$ cat config.mk
export PLATFORM = sky130hd
export DESIGN_NAME = aes_ofb_ctrl
export DESIGN_NICKNAME = d
export VERILOG_FILES = /design/src/sv/aes_ofb_pkg.sv /design/src/sv/aes_ofb_ctrl.sv
export SDC_FILE = /design/constraint.sdc
export NUM_CORES = 1
export LEC_CHECK = 0
export BUFFER_PORTS_ARGS = -buffer_cell sky130_fd_sc_hd__buf_2
export CORE_AREA = 5 5 42 44
export CTS_CLUSTER_SIZE = 14
export DETAILED_ROUTE_END_ITERATION = 8
export DIE_AREA = 0 0 47 49
export PLACE_DENSITY = 0.67
export SLEW_MARGIN = 10
export SYNTH_ARGS = -nofsm -noshare
export SYNTH_HDL_FRONTEND = slang
export SYNTH_SLANG_ARGS = --single-unit
export TNS_END_PERCENT = 5
$ cat constraint.sdc
create_clock -name clk -period 3.45 [get_ports clk]
set_input_delay 1.035 -clock clk [delete_from_list [all_inputs] [get_ports clk]]
set_output_delay 1.035 -clock clk [all_outputs]
set_load 0.1 [all_outputs]
$ cat src/sv/aes_ofb_pkg.sv
`default_nettype none
package aes_ofb_pkg;

    localparam int NUM_ROUNDS = 10;
    localparam int CFG_IDX_W  = 2;
    localparam int CFG_DATA_W = 64;
    localparam int ROUND_W    = 4;

    // register indexes
    localparam logic [CFG_IDX_W-1:0] REG_KEY_HIGH = 2'd0;
    localparam logic [CFG_IDX_W-1:0] REG_KEY_LOW  = 2'd1;
    localparam logic [CFG_IDX_W-1:0] REG_IV_HIGH  = 2'd2;
    localparam logic [CFG_IDX_W-1:0] REG_IV_LOW   = 2'd3;

    // controller to datapath commands
    typedef struct packed {
        logic load;      // capture data, reload/start state with initial key add
        logic restart;   // take feedback from iv on load
        logic round;     // run one round
        logic last;      // round without mix columns
        logic finish;    // form result and update feedback
    } aes_cmd_t;

    function automatic logic [7:0] sbox(input logic [7:0] a);
        logic [7:0] r;
        unique case (a)
            8'h00: r=8'h63; 8'h01: r=8'h7c; 8'h02: r=8'h77; 8'h03: r=8'h7b;
            8'h04: r=8'hf2; 8'h05: r=8'h6b; 8'h06: r=8'h6f; 8'h07: r=8'hc5;
            8'h08: r=8'h30; 8'h09: r=8'h01; 8'h0a: r=8'h67; 8'h0b: r=8'h2b;
            8'h0c: r=8'hfe; 8'h0d: r=8'hd7; 8'h0e: r=8'hab; 8'h0f: r=8'h76;
            8'h10: r=8'hca; 8'h11: r=8'h82; 8'h12: r=8'hc9; 8'h13: r=8'h7d;
            8'h14: r=8'hfa; 8'h15: r=8'h59; 8'h16: r=8'h47; 8'h17: r=8'hf0;
            8'h18: r=8'had; 8'h19: r=8'hd4; 8'h1a: r=8'ha2; 8'h1b: r=8'haf;
            8'h1c: r=8'h9c; 8'h1d: r=8'ha4; 8'h1e: r=8'h72; 8'h1f: r=8'hc0;
            8'h20: r=8'hb7; 8'h21: r=8'hfd; 8'h22: r=8'h93; 8'h23: r=8'h26;
            8'h24: r=8'h36; 8'h25: r=8'h3f; 8'h26: r=8'hf7; 8'h27: r=8'hcc;
            8'h28: r=8'h34; 8'h29: r=8'ha5; 8'h2a: r=8'he5; 8'h2b: r=8'hf1;
            8'h2c: r=8'h71; 8'h2d: r=8'hd8; 8'h2e: r=8'h31; 8'h2f: r=8'h15;
            8'h30: r=8'h04; 8'h31: r=8'hc7; 8'h32: r=8'h23; 8'h33: r=8'hc3;
            8'h34: r=8'h18; 8'h35: r=8'h96; 8'h36: r=8'h05; 8'h37: r=8'h9a;
            8'h38: r=8'h07; 8'h39: r=8'h12; 8'h3a: r=8'h80; 8'h3b: r=8'he2;
            8'h3c: r=8'heb; 8'h3d: r=8'h27; 8'h3e: r=8'hb2; 8'h3f: r=8'h75;
            8'h40: r=8'h09; 8'h41: r=8'h83; 8'h42: r=8'h2c; 8'h43: r=8'h1a;
            8'h44: r=8'h1b; 8'h45: r=8'h6e; 8'h46: r=8'h5a; 8'h47: r=8'ha0;
            8'h48: r=8'h52; 8'h49: r=8'h3b; 8'h4a: r=8'hd6; 8'h4b: r=8'hb3;
            8'h4c: r=8'h29; 8'h4d: r=8'he3; 8'h4e: r=8'h2f; 8'h4f: r=8'h84;
            8'h50: r=8'h53; 8'h51: r=8'hd1; 8'h52: r=8'h00; 8'h53: r=8'hed;
            8'h54: r=8'h20; 8'h55: r=8'hfc; 8'h56: r=8'hb1; 8'h57: r=8'h5b;
            8'h58: r=8'h6a; 8'h59: r=8'hcb; 8'h5a: r=8'hbe; 8'h5b: r=8'h39;
            8'h5c: r=8'h4a; 8'h5d: r=8'h4c; 8'h5e: r=8'h58; 8'h5f: r=8'hcf;
            8'h60: r=8'hd0; 8'h61: r=8'hef; 8'h62: r=8'haa; 8'h63: r=8'hfb;
            8'h64: r=8'h43; 8'h65: r=8'h4d; 8'h66: r=8'h33; 8'h67: r=8'h85;
            8'h68: r=8'h45; 8'h69: r=8'hf9; 8'h6a: r=8'h02; 8'h6b: r=8'h7f;
            8'h6c: r=8'h50; 8'h6d: r=8'h3c; 8'h6e: r=8'h9f; 8'h6f: r=8'ha8;
            8'h70: r=8'h51; 8'h71: r=8'ha3; 8'h72: r=8'h40; 8'h73: r=8'h8f;
            8'h74: r=8'h92; 8'h75: r=8'h9d; 8'h76: r=8'h38; 8'h77: r=8'hf5;
            8'h78: r=8'hbc; 8'h79: r=8'hb6; 8'h7a: r=8'hda; 8'h7b: r=8'h21;
            8'h7c: r=8'h10; 8'h7d: r=8'hff; 8'h7e: r=8'hf3; 8'h7f: r=8'hd2;
            8'h80: r=8'hcd; 8'h81: r=8'h0c; 8'h82: r=8'h13; 8'h83: r=8'hec;
            8'h84: r=8'h5f; 8'h85: r=8'h97; 8'h86: r=8'h44; 8'h87: r=8'h17;
            8'h88: r=8'hc4; 8'h89: r=8'ha7; 8'h8a: r=8'h7e; 8'h8b: r=8'h3d;
            8'h8c: r=8'h64; 8'h8d: r=8'h5d; 8'h8e: r=8'h19; 8'h8f: r=8'h73;
            8'h90: r=8'h60; 8'h91: r=8'h81; 8'h92: r=8'h4f; 8'h93: r=8'hdc;
            8'h94: r=8'h22; 8'h95: r=8'h2a; 8'h96: r=8'h90; 8'h97: r=8'h88;
            8'h98: r=8'h46; 8'h99: r=8'hee; 8'h9a: r=8'hb8; 8'h9b: r=8'h14;
            8'h9c: r=8'hde; 8'h9d: r=8'h5e; 8'h9e: r=8'h0b; 8'h9f: r=8'hdb;
            8'ha0: r=8'he0; 8'ha1: r=8'h32; 8'ha2: r=8'h3a; 8'ha3: r=8'h0a;
            8'ha4: r=8'h49; 8'ha5: r=8'h06; 8'ha6: r=8'h24; 8'ha7: r=8'h5c;
            8'ha8: r=8'hc2; 8'ha9: r=8'hd3; 8'haa: r=8'hac; 8'hab: r=8'h62;
            8'hac: r=8'h91; 8'had: r=8'h95; 8'hae: r=8'he4; 8'haf: r=8'h79;
            8'hb0: r=8'he7; 8'hb1: r=8'hc8; 8'hb2: r=8'h37; 8'hb3: r=8'h6d;
            8'hb4: r=8'h8d; 8'hb5: r=8'hd5; 8'hb6: r=8'h4e; 8'hb7: r=8'ha9;
            8'hb8: r=8'h6c; 8'hb9: r=8'h56; 8'hba: r=8'hf4; 8'hbb: r=8'hea;
            8'hbc: r=8'h65; 8'hbd: r=8'h7a; 8'hbe: r=8'hae; 8'hbf: r=8'h08;
            8'hc0: r=8'hba; 8'hc1: r=8'h78; 8'hc2: r=8'h25; 8'hc3: r=8'h2e;
            8'hc4: r=8'h1c; 8'hc5: r=8'ha6; 8'hc6: r=8'hb4; 8'hc7: r=8'hc6;
            8'hc8: r=8'he8; 8'hc9: r=8'hdd; 8'hca: r=8'h74; 8'hcb: r=8'h1f;
            8'hcc: r=8'h4b; 8'hcd: r=8'hbd; 8'hce: r=8'h8b; 8'hcf: r=8'h8a;
            8'hd0: r=8'h70; 8'hd1: r=8'h3e; 8'hd2: r=8'hb5; 8'hd3: r=8'h66;
            8'hd4: r=8'h48; 8'hd5: r=8'h03; 8'hd6: r=8'hf6; 8'hd7: r=8'h0e;
            8'hd8: r=8'h61; 8'hd9: r=8'h35; 8'hda: r=8'h57; 8'hdb: r=8'hb9;
            8'hdc: r=8'h86; 8'hdd: r=8'hc1; 8'hde: r=8'h1d; 8'hdf: r=8'h9e;
            8'he0: r=8'he1; 8'he1: r=8'hf8; 8'he2: r=8'h98; 8'he3: r=8'h11;
            8'he4: r=8'h69; 8'he5: r=8'hd9; 8'he6: r=8'h8e; 8'he7: r=8'h94;
            8'he8: r=8'h9b; 8'he9: r=8'h1e; 8'hea: r=8'h87; 8'heb: r=8'he9;
            8'hec: r=8'hce; 8'hed: r=8'h55; 8'hee: r=8'h28; 8'hef: r=8'hdf;
            8'hf0: r=8'h8c; 8'hf1: r=8'ha1; 8'hf2: r=8'h89; 8'hf3: r=8'h0d;
            8'hf4: r=8'hbf; 8'hf5: r=8'he6; 8'hf6: r=8'h42; 8'hf7: r=8'h68;
            8'hf8: r=8'h41; 8'hf9: r=8'h99; 8'hfa: r=8'h2d; 8'hfb: r=8'h0f;
            8'hfc: r=8'hb0; 8'hfd: r=8'h54; 8'hfe: r=8'hbb; 8'hff: r=8'h16;
            default: r = 8'h00;
        endcase
        return r;
    endfunction

    function automatic logic [7:0] rcon(input logic [ROUND_W-1:0] rnd);
        logic [7:0] r;
        unique case (rnd)
            4'd1: r = 8'h01; 4'd2: r = 8'h02; 4'd3: r = 8'h04; 4'd4: r = 8'h08;
            4'd5: r = 8'h10; 4'd6: r = 8'h20; 4'd7: r = 8'h40; 4'd8: r = 8'h80;
            4'd9: r = 8'h1b; 4'd10: r = 8'h36;
            default: r = 8'h00;
        endcase
        return r;
    endfunction

endpackage
`default_nettype wire

$ cat src/sv/aes_ofb_ctrl.sv
`default_nettype none
module aes_ofb_ctrl (
    input  wire logic                  clk,
    input  wire logic                  rst_n,
    input  wire logic                  in_valid,
    input  wire logic                  in_restart,
    output logic                       in_ready,
    output logic                       out_valid,
    input  wire logic                  out_ready,
    output aes_ofb_pkg::aes_cmd_t      cmd,
    output logic [aes_ofb_pkg::ROUND_W-1:0] rnd
);
    localparam logic [1:0] ST_IDLE = 2'd0;
    localparam logic [1:0] ST_RUN  = 2'd1;
    localparam logic [1:0] ST_FIN  = 2'd2;

    logic [1:0] state_reg, state_next;
    logic [aes_ofb_pkg::ROUND_W-1:0] rnd_reg, rnd_next;
    logic out_valid_reg, out_valid_next;
    logic accept;

    // a new transaction may enter once the previous result slot will be free
    assign in_ready  = (state_reg == ST_IDLE) && (!out_valid_reg || out_ready);
    assign accept    = in_valid && in_ready;
    assign out_valid = out_valid_reg;
    assign rnd       = rnd_reg;

    always_comb
    begin
        cmd          = '0;
        cmd.load     = accept;
        cmd.restart  = in_restart;
        cmd.round    = (state_reg == ST_RUN);
        cmd.last     = (rnd_reg == 4'(aes_ofb_pkg::NUM_ROUNDS));
        cmd.finish   = (state_reg == ST_FIN);
    end

    // sequencer: load, ten rounds, finish
    always_comb
    begin
        state_next     = state_reg;
        rnd_next       = rnd_reg;
        out_valid_next = out_valid_reg && !out_ready;
        unique case (state_reg)
            ST_IDLE:
            begin
                if (accept)
                begin
                    state_next = ST_RUN;
                    rnd_next   = 4'd1;
                end
            end
            ST_RUN:
            begin
                if (rnd_reg == 4'(aes_ofb_pkg::NUM_ROUNDS))
                    state_next = ST_FIN;
                else
                    rnd_next = rnd_reg + 4'd1;
            end
            ST_FIN:
            begin
                out_valid_next = 1'b1;
                state_next     = ST_IDLE;
            end
            default: state_next = ST_IDLE;
        endcase
    end

    always_ff @(posedge clk or negedge rst_n)
    begin
        if (!rst_n)
        begin
            state_reg     <= ST_IDLE;
            rnd_reg       <= '0;
            out_valid_reg <= 1'b0;
        end
        else
        begin
            state_reg     <= state_next;
            rnd_reg       <= rnd_next;
            out_valid_reg <= out_valid_next;
        end
    end
endmodule
`default_nettype wire

# Word level (Yosys, flattened, before mapping)
# Cells that the tools add are included.
dict set report totals {
  register_bits 7
  input_bits 5
  word_cells 27
  output_inout_bits 11
}
dict set report op_classes {
  add_sub_neg 1
  n_reduce_logical 10
  muxes 7
  n_eq_ne 6
}
# cell count
set ops {}
lappend ops {{two-way mux 4 bit} 2}
lappend ops {{case mux 4 bit (2 select lines)} 1}
lappend ops {{!= test 2 bit, second input constant} 3}
lappend ops {{adder 4 x 1 -> 4 bit, second input constant} 1}
lappend ops {{equality test 4 bit, second input constant} 1}
lappend ops {{two-way mux 2 bit} 2}
lappend ops {{case mux 2 bit (2 select lines)} 1}
lappend ops {{logical AND 1 bit} 3}
lappend ops {{AND reduction 3 bit} 1}
lappend ops {{equality test 2 x 1 -> 1 bit, second input constant} 1}
lappend ops {{equality test 2 bit, second input constant} 1}
lappend ops {{logical NOT 1 bit} 2}
lappend ops {{logical NOT 2 bit} 1}
lappend ops {{AND reduction 2 bit} 1}
lappend ops {{nonzero test 2 bit} 1}
lappend ops {{logical OR 1 bit} 1}
lappend ops {{two-way mux 1 bit} 1}

# Depth between registers and ports, before layout
# Gate-level depths: netlist of the first run.
dict set report depth {
  depth_word 6
  ltp_mapped 6
  ltp_nobuf 6
}

# Least setup slack after synthesis of the first run
# OpenSTA, ideal clock, no wires.
dict set report synth_path {
  path_kind {input to output}
  startpoint {input out_ready}
  endpoint {output in_ready}
  t_arrival_ns 3.102
  required_ns 2.415
  path_buffers 0
  stages 2
  setup_slack_ns -0.687
  cell_sequence {nor2b_1 > nor3_1}
}
dict set report synth_via {
  elab_chain_cells 2
}
# item line
set synth_rtl {}
lappend synth_rtl {{start: declaration} aes_ofb_ctrl.sv:9} ;# input wire logic out_ready,
lappend synth_rtl {{logical OR 1 bit} aes_ofb_ctrl.sv:23} ;# assign in_ready = (state_reg == ST_IDLE) && (!out_valid_reg || out_ready);
lappend synth_rtl {{logical AND 1 bit} aes_ofb_ctrl.sv:23}
lappend synth_rtl {{end: declaration} aes_ofb_ctrl.sv:7} ;# output logic in_ready,
# Every way passes these cells.

==> impl_metrics.csv, run 1 <==
group,metric,value,unit
global_route,overflow,0,
placement,io_buffers,13,
global_route,grt_max_degree,8,
die,core,1400,µm²
timing,fin_crit_sh,82.7,%
global_route,track_usage,7.30,%
synth,synth_top_area_share,42.8,%
run,cap_violations,0,
timing,rsz0062_at_grt,"false",
cells_and_area,syn_to_final_growth,23.2,%
die,start_util,29.2,%
synth,synth_area_leaders,"dfrtp_1, ha_1, buf_4",
cells_and_area,nets,60,
global_route,grt_first_pass_wirelength,1210,µm
routing,vias,301,
synth,yosysTopAreaCell,"dfrtp_1",
cts,htree_num_levels,1,
routing,drt_iter0_drc,3,
timing,setup_viol,0,
critical_path,path_max_fanout,2,
critical_path,crit_path_start_kind,"input port",
min_path,hp-class,"register to register",
timing,slew_viol_final,0,
routing,vias_per_cell,4.43,
die,fp.dieH,49,µm
cts,cts_buffers,3,
cts,cts_max_path_buffers,2,
cts,cts_setup_buffers,0,
placement,place_congestion,0.763,
die,row_count,14,
cts,cts-root-buf,"clkbuf_4",
timing,fmax,351,MHz
routing,drtPass1Iterations,2,
synth,ys.warnings.count,0,
timing,worstMarginPinSlew,0.488,ns
routing,drc,0,
placement,placed_area,477,µm²
global_route,antenna_found_initial,0,
cts,insertion_delay,0.25,ns
synth,synth_cell_types,22,
critical_path,path_class,"input port to output port",
cts,cts_resized,0,
cells_and_area,postLayoutCellArea,504,µm²
timing,finalCriticalPeriod,2.85,ns
timing,fin_setup_tns,0,ns
run_status,status,"completed",
synth,avgSynthCellArea,10.8,µm²
routing,drt_wl_total,704,µm
timing,hold_ws,0.570,ns
routing,route.detailed.wl_per_inst,10.4,µm
routing,ant_nets,0,
synth,synthesis.instances,38,
cells_and_area,largest_reg_flops,4,
cts,cts_sinks,7,
cts,cts_hold_buffers,0,
cells_and_area,insertedDiodeCount,0,
timing,skew,0.00394,ns
critical_path,cp.arrival,1.82,ns
die,io_pins,16,
timing,max_slew_margin,67.7,%
placement,dpl.hpwl,570,µm
critical_path,worstSetupEndpointType,"output port",
cts,clk_pin_slew_worst_paths,0.06,ns
synth,syn_nets,45,
cells_and_area,fill_cells,156,
synth,synth_edf_count,0,
cts,cts_tree,"built",
die,dieArea,2300,µm²
synth,synth_async_sr_flop_share,100,%
placement,post-place-ws,0.584,ns
cells_and_area,drive_gt1_share,44.2,%
synth,synthFlopType,"dfrtp_1",
synth,netlist_area,409,µm²
critical_path,required,2.41,ns
global_route,grt_pass1_vias,299,
synth,ys_ff_latch,7,
timing,fin_ws,0.597,ns
die,die_w,47,µm
synth,ys_seq_area_share,42.8,%
timing,hold_viol,0,
cells by family (layout without fill, tap and decap cells):
family / after synthesis / in the layout / synth area share (%)
AO/OA/AOI/OAI: 5 / 5 / 11.3
adder cells (fa/ha/maj): 2 / 2 / 6.12
buffers and inverters: 7 / 21 / 9.79
flip-flops: 7 / 7 / 42.8
AND/OR/NAND/NOR: 17 / 17 / 30.0
cell usage in the layout, fill, tap and decap left out:
master / Yosys / final
dfrtp_1: 7 / 7
clkinv_2: 0 / 1
nand3_1: 1 / 1
nor3_2: 0 / 1
nand2b_4: 1 / 1
buf_2: 0 / 13
a21oi_1: 1 / 1
inv_4: 1 / 1
nor4b_1: 1 / 1
nor2_1: 2 / 2
ha_1: 2 / 2
nor2b_1: 2 / 2
and3_1: 1 / 1
inv_2: 1 / 1
or2_1: 1 / 1
and4_1: 1 / 1
nor3b_1: 1 / 1
nor3_1: 4 / 3
a211o_1: 2 / 2
nand2b_1: 1 / 1
inv_1: 2 / 2
a32oi_2: 1 / 1
nand3b_4: 1 / 1
a21o_1: 1 / 1
clkbuf_4: 0 / 3
path summary, 6_finish.rpt:
check	from	cells after the start	slack [ns]	to
max in group asynchronous	rst_n	1	2.68	rnd[3]
worst min-delay path	rnd[1]	1	0.57	rnd[1]
worst max-delay path	out_ready	4	0.60	cmd[4]
min in group asynchronous	rst_n	1	0.61	rnd[1]
worst max register to register	rnd[0]	5	2.06	rnd[3]
worst min register to register	rnd[1]	1	0.57	rnd[1]
critical path: stages:
cell and delay, ns:
buf_2 0.08, nand2b_1 0.13, and3_1 0.15, buf_2 0.42
synthesized netlist by cell type (2+ instances only):
cell type and number:
a211o_1 2, buf_4 3, dfrtp_1 7, ha_1 2, inv_1 2, nor2_1 2, nor2b_1 2, nor3_1 4
metrics by stage:
stage	util, %	instances
global route	36.0	68
global placement	34.0	64
CTS	36.0	68
floorplan	-	38
finish	36.0	68
detailed placement	34.0	64
routing by layer:
metal  part of all wire, %  track usage (%)
met2                    46             10.2
met1                    46             9.42
met5                     0                0
met4                     0             4.15
met3                   8.5             2.58
final cells by class:
class | instances | area [µm²] | area share, %
clock buffer | 3 | 22.5 | 4.47
clock inverter | 1 | 5.00 | 0.993
inverter | 4 | 17.5 | 3.47
sequential | 7 | 175 | 34.7
timing repair buffer | 13 | 65.1 | 12.9
tap | 16 | 20.0 | 3.97
multi-input combinational | 24 | 199 | 39.5
Power of run 1 is left out: the tool's default activity adds up to more than one toggle a clock period on the data nets, which glitch-free logic cannot reach.
==> run 2, diff against run 1 <==
--- a/config.mk
+++ b/config.mk
@@ -10,7 +10,7 @@
 export CTS_CLUSTER_SIZE = 14
 export DETAILED_ROUTE_END_ITERATION = 8
 export DIE_AREA = 0 0 47 49
-export PLACE_DENSITY = 0.67
+export PLACE_DENSITY = 0.69
 export SLEW_MARGIN = 10
 export SYNTH_ARGS = -nofsm -noshare
 export SYNTH_HDL_FRONTEND = slang
==> constraint.sdc (replaced) <==
create_clock -name clk -period 2.5 [get_ports clk]
set_input_delay 0.75 -clock clk [delete_from_list [all_inputs] [get_ports clk]]
set_output_delay 0.75 -clock clk [all_outputs]
set_load 0.1 [all_outputs]
==> impl_metrics.csv, run 2 (synthesis results as in run 1) <==
group,metric,value,unit
run_status,status,"completed",
critical_path,r2r_setup_slack,1.12,ns
global_route,grt_max_degree,8,
cts,cts_sinks,7,
timing,finalCriticalPeriod,2.34,ns
critical_path,worstSetupEndpointType,"output port",
routing,drt_wl_total,733,µm
critical_path,startpoint,"rnd[0]",
placement,dpl.hpwl,622,µm
routing,route.detailed.wl_per_inst,10.8,µm
critical_path,crit_path_start_kind,"register",
cts,cts_setup_buffers,0,
cells_and_area,drive_gt1_share,46.2,%
cts,cts-root-buf,"clkbuf_4",
timing,max_slew_margin,67.6,%
critical_path,path_depth,5,
critical_path,required,1.75,ns
timing,worstMarginPinSlew,0.489,ns
timing,fmax,428,MHz
global_route,overflow,0,
cells_and_area,multi_input_area,208,µm²
critical_path,cp_cell_sequence,"inv_1 -> ha_1 -> nand3b_4 -> inv_4 -> buf_2",
critical_path,path_class,"register to output port",
global_route,antenna_found_initial,0,
cells_and_area,fill_cells,145,
routing,drtPass1Iterations,1,
cells_and_area,insertedDiodeCount,0,
timing,skew,0.000202,ns
timing,fin_setup_tns,0,ns
global_route,track_usage,7.68,%
global_route,grt_first_pass_wirelength,1240,µm
die,dieArea,2300,µm²
cells_and_area,nets,60,
critical_path,critical_path.max_stage_delay,0.42,ns
routing,drt_iter0_drc,0,
die,die_w,47,µm
timing,fin_crit_sh,93.5,%
die,core,1400,µm²
cts,cts_max_path_buffers,2,
cts,cts_tree,"built",
cells_and_area,largest_reg_flops,4,
cells_and_area,layout_commonest_cell,"buf_2",
timing,hold_viol,0,
min_path,hp-class,"input port to async pin",
critical_path,cp_num_buf_inv,3,
cts,cts_hold_buffers,0,
cells_and_area,syn_to_final_growth,32.7,%
timing,rsz0062_at_grt,"false",
die,io_pins,16,
timing,slew_viol_final,0,
cells_and_area,seqCellArea,175,µm²
routing,vias,312,
placement,io_buffers,13,
cts,clk_pin_slew_worst_paths,0.06,ns
cts,cts_resized,0,
critical_path,crit_family,"buffers and inverters",
critical_path,path_max_fanout,4,
routing,drc,0,
timing,setup_viol,0,
critical_path,rr_worst_depth,5,
run,cap_violations,0,
critical_path,cp_slowest_cell,"buf_2",
critical_path,cp.arrival,1.59,ns
routing,ant_nets,0,
cells_and_area,final_cell_mix,"buf_2, dfrtp_1, nor3_1, clkbuf_4",
cts,insertion_delay,0.25,ns
critical_path,timing.rr.end,"rnd[3]",
die,row_count,14,
die,fp.dieH,49,µm
cts,htree_num_levels,1,
placement,place_congestion,0.744,
die,start_util,29.2,%
routing,vias_per_cell,4.59,
critical_path,cp-endpoint,"cmd[1]",
global_route,grt_pass1_vias,302,
critical_path,reg2reg_from,"rnd[0]",
cts,cts_buffers,3,
==> run 2: cell counts in the layout (fill, tap and decap cells not counted) <==
Identical to the previous run, type by type.
==> run 2: layout make-up <==
| type | count | share of cell area (%) |
|---|---|---|
| clock buffer | 3 | 4.15 |
| clock inverter | 1 | 0.922 |
| inverter | 4 | 3.23 |
| multi-input combinational | 24 | 38.2 |
| sequential | 7 | 32.3 |
| tap | 16 | 3.69 |
| timing repair buffer | 13 | 17.5 |
==> run 2: through the flow <==
stage / std cells / instance area (µm²) / hold WS (ns) / util (%) / setup WS (ns)
6_report: 68 / 543 / 0.322 / 38.8 / 0.163
4_1_cts: 68 / 543 / 0.320 / 38.8 / 0.137
3_3_place_gp: 64 / 515 / 0.557 / 36.8 / 0.364
5_1_grt: 68 / 543 / 0.315 / 38.8 / 0.0448
2_1_floorplan: 38 / 423 / 0.454 / - / -0.0375
3_5_place_dp: 64 / 515 / 0.550 / 36.8 / 0.345
==> run 2: how the worst min path moves through the flow <==
stage | endpoint | slack (ns) | cells after the start | from
after floorplan | out_valid | 0.45 | 0 | rst_n
after global placement | rnd[1] | 0.56 | 1 | rnd[1]
after detailed placement | rnd[1] | 0.55 | 1 | rnd[1]
after CTS | rnd[1] | 0.32 | 1 | rst_n
after global routing | rnd[2] | 0.31 | 1 | rst_n
final | rnd[2] | 0.32 | 1 | rst_n
==> run 2: metal layers <==
metal | vias up | wire length, µm | global-route usage (%)
met5 | - | 0 | 0
met4 | 0 | 0 | 5.53
met3 | 0 | 46 | 2.95
met2 | 9 | 361 | 11.3
met1 | 141 | 326 | 8.60
li1 | 162 | - | -
Power of run 2 is left out for the same reason.
